File: src/rtl/core/mms_pkg.sv
// ----------------------------------------------------------------------------
// mms_pkg
// Shared types and constants of the multichannel moving sum unit.
// ----------------------------------------------------------------------------
`default_nettype none

package mms_pkg;

    localparam int LANES               = 4;
    localparam int SAMPLE_W            = 12;
    localparam int SUM_W               = 17;
    localparam int WLEN_W              = 6;
    localparam int EN_W                = 4;
    localparam int WINDOW_MAX_DEF      = 32;
    localparam int ACTIVE_CHANNELS_DEF = 4;
    localparam int APB_ADDR_W          = 5;
    localparam int APB_DATA_W          = 32;
    localparam int REG_IDX_W           = 3;
    localparam int OUTQ_DEPTH          = 3;
    localparam int OUTQ_PTR_W          = $clog2(OUTQ_DEPTH);
    localparam int OUTQ_CNT_W          = $clog2(OUTQ_DEPTH + 1);

    localparam logic [REG_IDX_W-1:0] REG_CHANNEL_ENABLE = 3'd0;
    localparam logic [REG_IDX_W-1:0] REG_WINDOW_LEN_CH0 = 3'd1;
    localparam logic [REG_IDX_W-1:0] REG_WINDOW_LEN_CH1 = 3'd2;
    localparam logic [REG_IDX_W-1:0] REG_WINDOW_LEN_CH2 = 3'd3;
    localparam logic [REG_IDX_W-1:0] REG_WINDOW_LEN_CH3 = 3'd4;

    localparam logic [WLEN_W-1:0] WLEN_RESET = 6'd32;

    typedef logic [SAMPLE_W-1:0] sample_t;
    typedef logic [SUM_W-1:0]    sum_t;

    typedef struct packed {
        sample_t sample_ch3;
        sample_t sample_ch2;
        sample_t sample_ch1;
        sample_t sample_ch0;
    } in_t;

    typedef struct packed {
        sum_t sum_ch3;
        sum_t sum_ch2;
        sum_t sum_ch1;
        sum_t sum_ch0;
    } out_t;

    typedef struct packed {
        logic    push;
        sample_t sample;
    } lane_in_t;

endpackage

`default_nettype wire

File: src/rtl/core/mms_ram.sv
// ----------------------------------------------------------------------------
// mms_ram
// Generic simple dual-port RAM, one write and one registered read port.
// ----------------------------------------------------------------------------
`default_nettype none

module mms_ram #(
    parameter int WIDTH  = 12,
    parameter int DEPTH  = 32,
    parameter int ADDR_W = (DEPTH > 1) ? $clog2(DEPTH) : 1
) (
    input  logic              aclk,
    input  logic              we,
    input  logic [ADDR_W-1:0] waddr,
    input  logic [WIDTH-1:0]  wdata,
    input  logic [ADDR_W-1:0] raddr,
    output logic [WIDTH-1:0]  rdata
);

    logic [WIDTH-1:0] mem [DEPTH];
    logic [WIDTH-1:0] rdata_reg;

    // read-first: a read at the written address returns the old word
    always_ff @(posedge aclk) begin
        if (we) begin
            mem[waddr] <= wdata;
        end
        rdata_reg <= mem[raddr];
    end

    assign rdata = rdata_reg;

endmodule

`default_nettype wire

File: src/rtl/core/mms_lane.sv
// ----------------------------------------------------------------------------
// mms_lane
// One channel: ring head, sample ring in RAM and running window sum.
// ----------------------------------------------------------------------------
`default_nettype none

module mms_lane #(
    parameter int WINDOW_MAX = mms_pkg::WINDOW_MAX_DEF
) (
    input  logic                       aclk,
    input  logic                       aresetn,
    input  mms_pkg::lane_in_t          lane_in,
    input  logic [mms_pkg::WLEN_W-1:0] win_len,
    output mms_pkg::sum_t              lane_sum
);

    import mms_pkg::*;

    localparam int HEAD_W = (WINDOW_MAX > 1) ? $clog2(WINDOW_MAX) : 1;
    localparam int CMP_W  = (HEAD_W + 1 > WLEN_W) ? HEAD_W + 1 : WLEN_W;

    logic [HEAD_W-1:0]   head_reg;
    logic [HEAD_W-1:0]   head_next;
    logic [HEAD_W:0]     nxt_wide;
    logic                wrap;
    logic [HEAD_W-1:0]   slot;
    logic [WINDOW_MAX-1:0] vld_reg;

    logic                push_reg;
    sample_t             new_reg;
    logic                old_vld_reg;
    sample_t             ram_rdata;
    sample_t             old_sample;
    sum_t                sum_reg;
    sum_t                sum_next;

    // slot selection for this transfer
    always_comb begin
        nxt_wide = {1'b0, head_reg} + (HEAD_W + 1)'(1);
        wrap     = (CMP_W'(nxt_wide) >= CMP_W'(win_len))
                || (nxt_wide >= (HEAD_W + 1)'(WINDOW_MAX));
        slot     = wrap ? '0 : nxt_wide[HEAD_W-1:0];
        head_next = lane_in.push ? slot : head_reg;
    end

    mms_ram #(
        .WIDTH (SAMPLE_W),
        .DEPTH (WINDOW_MAX),
        .ADDR_W(HEAD_W)
    ) u_ring (
        .aclk (aclk),
        .we   (lane_in.push),
        .waddr(slot),
        .wdata(lane_in.sample),
        .raddr(slot),
        .rdata(ram_rdata)
    );

    always_ff @(posedge aclk) begin
        if (!aresetn) begin
            head_reg <= '0;
            vld_reg  <= '0;
            push_reg <= 1'b0;
        end else begin
            head_reg <= head_next;
            push_reg <= lane_in.push;
            if (lane_in.push) begin
                vld_reg[slot] <= 1'b1;
            end
        end
    end

    always_ff @(posedge aclk) begin
        new_reg     <= lane_in.sample;
        old_vld_reg <= vld_reg[slot];
    end

    // never-written slots read as zero
    assign old_sample = old_vld_reg ? ram_rdata : '0;

    always_comb begin
        if (push_reg) begin
            sum_next = sum_reg - SUM_W'(old_sample) + SUM_W'(new_reg);
        end else begin
            sum_next = sum_reg;
        end
    end

    always_ff @(posedge aclk) begin
        if (!aresetn) begin
            sum_reg <= '0;
        end else begin
            sum_reg <= sum_next;
        end
    end

    assign lane_sum = sum_next;

endmodule

`default_nettype wire

File: src/rtl/core/mms_outq.sv
// ----------------------------------------------------------------------------
// mms_outq
// Merge of the lane sums into one result and a short output queue.
// ----------------------------------------------------------------------------
`default_nettype none

module mms_outq (
    input  logic                           aclk,
    input  logic                           aresetn,
    input  logic                           push,
    input  mms_pkg::sum_t                  lane_sum [mms_pkg::LANES],
    output logic                           m_valid,
    input  logic                           m_ready,
    output mms_pkg::out_t                  m_data,
    output logic [mms_pkg::OUTQ_CNT_W-1:0] level
);

    import mms_pkg::*;

    out_t                  entry_reg [OUTQ_DEPTH];
    out_t                  merged;
    logic [OUTQ_PTR_W-1:0] wr_ptr_reg;
    logic [OUTQ_PTR_W-1:0] wr_ptr_next;
    logic [OUTQ_PTR_W-1:0] rd_ptr_reg;
    logic [OUTQ_PTR_W-1:0] rd_ptr_next;
    logic [OUTQ_CNT_W-1:0] cnt_reg;
    logic [OUTQ_CNT_W-1:0] cnt_next;
    logic                  pop;

    always_comb begin
        merged.sum_ch0 = lane_sum[0];
        merged.sum_ch1 = lane_sum[1];
        merged.sum_ch2 = lane_sum[2];
        merged.sum_ch3 = lane_sum[3];
    end

    assign pop = m_valid && m_ready;

    always_comb begin
        wr_ptr_next = wr_ptr_reg;
        rd_ptr_next = rd_ptr_reg;
        cnt_next    = cnt_reg;
        if (push) begin
            wr_ptr_next = (wr_ptr_reg == OUTQ_PTR_W'(OUTQ_DEPTH - 1))
                        ? '0 : wr_ptr_reg + OUTQ_PTR_W'(1);
        end
        if (pop) begin
            rd_ptr_next = (rd_ptr_reg == OUTQ_PTR_W'(OUTQ_DEPTH - 1))
                        ? '0 : rd_ptr_reg + OUTQ_PTR_W'(1);
        end
        if (push && !pop) begin
            cnt_next = cnt_reg + OUTQ_CNT_W'(1);
        end else if (pop && !push) begin
            cnt_next = cnt_reg - OUTQ_CNT_W'(1);
        end
    end

    always_ff @(posedge aclk) begin
        if (!aresetn) begin
            wr_ptr_reg <= '0;
            rd_ptr_reg <= '0;
            cnt_reg    <= '0;
        end else begin
            wr_ptr_reg <= wr_ptr_next;
            rd_ptr_reg <= rd_ptr_next;
            cnt_reg    <= cnt_next;
        end
    end

    always_ff @(posedge aclk) begin
        if (push) begin
            entry_reg[wr_ptr_reg] <= merged;
        end
    end

    assign m_valid = (cnt_reg != '0);
    assign m_data  = entry_reg[rd_ptr_reg];
    assign level   = cnt_reg;

endmodule

`default_nettype wire

File: src/rtl/core/multichannel_moving_sum_unit.sv
// ----------------------------------------------------------------------------
// multichannel_moving_sum_unit
// Four-channel moving window sum over ring buffers, one lane per channel.
// ----------------------------------------------------------------------------
// path: an input transfer goes through the ring RAM read, then the sum update
// into the output queue; one group per cycle while s_ready is high.
// throughput: each lane's ring RAM takes one read and one write per cycle.
// reset (aresetn low, synchronous): heads, sums, slot valid bits and output
// queue clear at once; no clearing pass, transfers are taken right after.
// ----------------------------------------------------------------------------
`default_nettype none

module multichannel_moving_sum_unit #(
    parameter int WINDOW_MAX      = mms_pkg::WINDOW_MAX_DEF,
    parameter int ACTIVE_CHANNELS = mms_pkg::ACTIVE_CHANNELS_DEF
) (
    input  logic                           aclk,
    input  logic                           aresetn,
    input  logic                           s_valid,
    output logic                           s_ready,
    input  mms_pkg::in_t                   s_data,
    output logic                           m_valid,
    input  logic                           m_ready,
    output mms_pkg::out_t                  m_data,
    input  logic                           psel,
    input  logic                           penable,
    input  logic                           pwrite,
    input  logic [mms_pkg::APB_ADDR_W-1:0] paddr,
    input  logic [mms_pkg::APB_DATA_W-1:0] pwdata,
    output logic [mms_pkg::APB_DATA_W-1:0] prdata,
    output logic                           pready
);

    import mms_pkg::*;

    logic [EN_W-1:0]      chan_en_reg;
    logic [WLEN_W-1:0]    win_len_reg [LANES];
    logic [REG_IDX_W-1:0] reg_idx;
    logic                 cfg_wr;
    logic                 s_xfer;
    logic                 p1_valid_reg;
    logic [OUTQ_CNT_W-1:0] q_level;
    sample_t              lane_sample [LANES];
    sum_t                 lane_sum [LANES];

    // configuration port
    assign pready  = 1'b1;
    assign reg_idx = paddr[APB_ADDR_W-1:2];
    assign cfg_wr  = psel && penable && pwrite && pready;

    always_ff @(posedge aclk) begin
        if (!aresetn) begin
            chan_en_reg <= '0;
            for (int i = 0; i < LANES; i++) begin
                win_len_reg[i] <= WLEN_RESET;
            end
        end else if (cfg_wr) begin
            unique case (reg_idx)
                REG_CHANNEL_ENABLE: chan_en_reg    <= pwdata[EN_W-1:0];
                REG_WINDOW_LEN_CH0: win_len_reg[0] <= pwdata[WLEN_W-1:0];
                REG_WINDOW_LEN_CH1: win_len_reg[1] <= pwdata[WLEN_W-1:0];
                REG_WINDOW_LEN_CH2: win_len_reg[2] <= pwdata[WLEN_W-1:0];
                REG_WINDOW_LEN_CH3: win_len_reg[3] <= pwdata[WLEN_W-1:0];
                default: ;
            endcase
        end
    end

    always_comb begin
        unique case (reg_idx)
            REG_CHANNEL_ENABLE: prdata = APB_DATA_W'(chan_en_reg);
            REG_WINDOW_LEN_CH0: prdata = APB_DATA_W'(win_len_reg[0]);
            REG_WINDOW_LEN_CH1: prdata = APB_DATA_W'(win_len_reg[1]);
            REG_WINDOW_LEN_CH2: prdata = APB_DATA_W'(win_len_reg[2]);
            REG_WINDOW_LEN_CH3: prdata = APB_DATA_W'(win_len_reg[3]);
            default:            prdata = '0;
        endcase
    end

    // room for the transfer in flight plus this one
    assign s_ready = ((OUTQ_CNT_W + 1)'(q_level) + (OUTQ_CNT_W + 1)'(p1_valid_reg))
                   < (OUTQ_CNT_W + 1)'(OUTQ_DEPTH);
    assign s_xfer  = s_valid && s_ready;

    always_ff @(posedge aclk) begin
        if (!aresetn) begin
            p1_valid_reg <= 1'b0;
        end else begin
            p1_valid_reg <= s_xfer;
        end
    end

    assign lane_sample[0] = s_data.sample_ch0;
    assign lane_sample[1] = s_data.sample_ch1;
    assign lane_sample[2] = s_data.sample_ch2;
    assign lane_sample[3] = s_data.sample_ch3;

    for (genvar c = 0; c < LANES; c++) begin : g_lane
        if (c < ACTIVE_CHANNELS) begin : g_on
            lane_in_t lane_in;

            assign lane_in.push   = s_xfer && chan_en_reg[c];
            assign lane_in.sample = lane_sample[c];

            mms_lane #(
                .WINDOW_MAX(WINDOW_MAX)
            ) u_lane (
                .aclk    (aclk),
                .aresetn (aresetn),
                .lane_in (lane_in),
                .win_len (win_len_reg[c]),
                .lane_sum(lane_sum[c])
            );
        end else begin : g_off
            assign lane_sum[c] = '0;
        end
    end

    mms_outq u_outq (
        .aclk    (aclk),
        .aresetn (aresetn),
        .push    (p1_valid_reg),
        .lane_sum(lane_sum),
        .m_valid (m_valid),
        .m_ready (m_ready),
        .m_data  (m_data),
        .level   (q_level)
    );

endmodule

`default_nettype wire

File: config.mk
export PLATFORM = sky130hd
export DESIGN_NAME = multichannel_moving_sum_unit
export DESIGN_NICKNAME = d
export VERILOG_FILES = /design/src/rtl/core/mms_pkg.sv /design/src/rtl/core/mms_ram.sv /design/src/rtl/core/mms_lane.sv /design/src/rtl/core/mms_outq.sv /design/src/rtl/core/multichannel_moving_sum_unit.sv
export SDC_FILE = /design/constraint.sdc
export NUM_CORES = 2
export LEC_CHECK = 0
export ABC_AREA = 1
export BUFFER_PORTS_ARGS = -buffer_cell sky130_fd_sc_hd__buf_2
export CORE_MARGIN = 10
export CORE_UTILIZATION = 39
export CTS_CLUSTER_SIZE = 20
export DETAILED_ROUTE_END_ITERATION = 7
export GPL_ROUTABILITY_DRIVEN = 0
export PLACE_DENSITY = 0.56
export SLEW_MARGIN = 25
export SYNTH_ARGS = -nofsm -noshare
export SYNTH_HDL_FRONTEND = slang
export SYNTH_SLANG_ARGS = --single-unit
File: constraint.sdc
create_clock -name aclk -period 9.86 [get_ports aclk]
set_input_delay 1.972 -clock aclk [delete_from_list [all_inputs] [get_ports aclk]]
set_output_delay 1.972 -clock aclk [all_outputs]
set_load 0.02 [all_outputs]
==> results.toml <==
[sta]
period_share = 0.551
holdWs_ps = 456
setup_viol = 0
worst_pin_slew_ps = 1040
post-route-worst-setup-slack_ps = 4430
finalCriticalPeriod_ps = 5430
drv_slew = 0
rsz0062_at_grt = "false"
hold_viol_final = 0
finalSetupTns_ps = 0
finClkSkew_ps = 30.4
max-slew-margin-rel = 0.304
fmax_ghz = 0.184

[cts]
cts_made_buffers = 219
postCtsHoldBufs = 0
h-tree-depth = 4
root_buffer = "clkbuf_16"
post_cts_buffers = 0
clk_pin_slew_worst_paths_ps = 60
cts_resized = 0
clock-sinks = 2097
cts_tree = "done"
insertion_delay_ps = 870
clockBufferDepth = 3

[die]
rows = 176
die-width_um = 500
start_util = 0.391
core_area_sq_um = 230000
die_area_sq_um = 250000
io_pins = 195
dieHeight_um = 500

[power]
share_comb_of_total_power = 0.065
power_density_nw_per_um2 = 191
seqPwrFrac = 0.506
p_leak_nw = 42.0
p_int_w = 0.0147
power_w = 0.0192
vdd_drop_max_mv = 0.154
clkPwrFrac = 0.429
netSwitchingFraction = 0.232
p_switching_w = 0.00445

[critical_path]
crit_path_max_fanout = 7
critPathLaunchType = "primary input"
path_cells = "buf_2 > nor3_1 > a221oi_1 > o21ai_0 > buf_2"
critPathTopFamily = "simple AND/OR/NAND/NOR gates"
worst_path_max_delay_cell = "nor3_1"
arrival_ps = 3460
critPathMaxStageDelay_ps = 670
setup.worst_path.class = "primary input to primary output"
crit_buf_inv = 2
path_common_cell = "buf_2"
critPathCaptureType = "primary output"
crit_required_ps = 7890

[final_layout]
drive_gt1_frac = 0.0702
finalInstanceArea_sq_um = 101000
layout_common_cells = "nand2_1 (4,279), edfxtp_1 (1,764), nor2_1 (550)"
largest_register_ffs = 1536
final_common_cell = "nand2_1"
area_growth_pct = 11.9
fillers = 21700
fin_nets = 9417

[logic_synthesis]
yosysWarnings = 0
synth_largest_area_cell = "edfxtp_1"
ys_ff_latch = 2097
avgSynthCellArea_sq_um = 9.85
synth.top_cell.area_share = 0.590
synth_cell_type_count = 47
synthTopCellsByArea = "edfxtp_1 (59%), nand2_1 (18%), dfxtp_1 (7.4%)"
synth_enable_flop_cells = 1764
synth_area_sq_um = 89800
synth-seq-area-share = 0.664
yosys_most_used_dff = "edfxtp_1"
ys_async_sr_fraction = 0
syn-instance-count = 9119

[global_routing]
gr-total-overflow = 0
grt_pass1_vias = 57100
grt_pass1_wl_um = 356000
grt_max_degree = 175
antenna_found_initial = 18
track_usage = 0.183

[job]
cap_violations = 0

[detailed_routing]
first_pass_iters = 6
routed-via-count = 60900
ant_nets = 0
wl_per_cell_um = 19.1
drt_drc_violations_left = 0
drt_iter0_markers = 5003
vias_per_cell = 4.91
wirelength_um = 237000

[placed_design]
dp_slack_ps = 4350
portBuffers = 139
hpwl_um = 142000
dpl_cell_area_sq_um = 93300

[outcome]
status = "completed"

[worst_hold_path]
hp-class = "register to register"
==> worst register-to-register path: cells and delay by family (launching register included) <==
family,cells,cell delay [ps]
flip-flops,1,470
AO/OA/AOI/OAI,1,170
XOR/XNOR,1,210
adder cells (fa/ha/maj),2,500
buffers and inverters,4,1100
AND/OR/NAND/NOR,8,2360
==> cell usage after synthesis, drive strengths merged (4+ instances only) <==
master,instances
xor2,22
o21a,4
ha,99
o21bai,6
edfxtp,1764
o22ai,5
nand2,4287
nand3,448
a21o,10
buf,248
or2,6
a31oi,4
nor2,602
xnor2,23
fa,48
o21ai,109
a21oi,283
inv,577
a221oi,4
clkbuf,165
dfxtp,333
nor3,30
nand4,26
==> final timing paths <==
| kind | start | end | slack, ps | cells past startpoint |
|---|---|---|---|---|
| min | g_lane[2].g_on.u_lane.vld_reg[3]$_SDFFE_PN0P_ | g_lane[2].g_on.u_lane.vld_reg[3]$_SDFFE_PN0P_ | 460 | 2 |
| max | paddr[3] | prdata[1] | 4430 | 5 |
| min reg2reg | g_lane[2].g_on.u_lane.vld_reg[3]$_SDFFE_PN0P_ | g_lane[2].g_on.u_lane.vld_reg[3]$_SDFFE_PN0P_ | 460 | 2 |
| max reg2reg | g_lane[0].g_on.u_lane.head_reg[0]$_SDFFE_PN0P_ | g_lane[0].g_on.u_lane.u_ring.mem[22][2]$_DFFE_PP_ | 4670 | 16 |
==> cells by family after synthesis <==
kind of cell,after synthesis,share of synthesized area
buffers and inverters,992,0.0455
adders and majority gates,147,0.0245
DFF,2097,0.664
xor gates and xnor gates,45,0.00439
AOI/OAI and AO/OA,434,0.0255
other,2,0.0000836
and+or+nand+nor,5402,0.236
==> per-layer routing <==
metal / up-vias / track usage / part of all wire
li1: 29700 / - / -
met5: - / 0 / 0.00038
met1: 29200 / 0.247 / 0.44
met3: 325 / 0.0268 / 0.054
met2: 1602 / 0.307 / 0.48
met4: 14 / 0.0561 / 0.030
==> stage by stage <==
| step | util | instances |
|---|---|---|
| after floorplan | - | 9144 |
| after global placement | 0.406 | 12000 |
| after detailed placement | 0.406 | 12000 |
| after CTS | 0.438 | 12400 |
| after global routing | 0.438 | 12400 |
| final | 0.438 | 12400 |
==> power groups by stage <==
| stage | sequential, W | clock [W] | combinational [W] |
|---|---|---|---|
| 3_3_place_gp | 0.00989 | 0 | 0.00126 |
| 3_5_place_dp | 0.00989 | 0 | 0.00127 |
| 5_1_grt | 0.00970 | 0.00873 | 0.00138 |
| 6_report | 0.00970 | 0.00822 | 0.00125 |
| 4_1_cts | 0.00970 | 0.00837 | 0.00128 |
| 2_1_floorplan | 0.00987 | 0 | 0.000742 |
==> final cells by class <==
type | count | area [sq um] | share of cell area
Sequential cell | 2097 | 59600 | 0.593
Multi-Input combinational cell | 6055 | 26300 | 0.262
Clock buffer | 316 | 6200 | 0.0617
Tap cell | 3026 | 3790 | 0.0377
Inverter | 579 | 2210 | 0.0219
Timing Repair Buffer | 226 | 1380 | 0.0137
Clock inverter | 99 | 968 | 0.00963
Antenna cell | 3 | 7.51 | 0.0000747
Note: power is estimated with default switching activity, not from simulation.
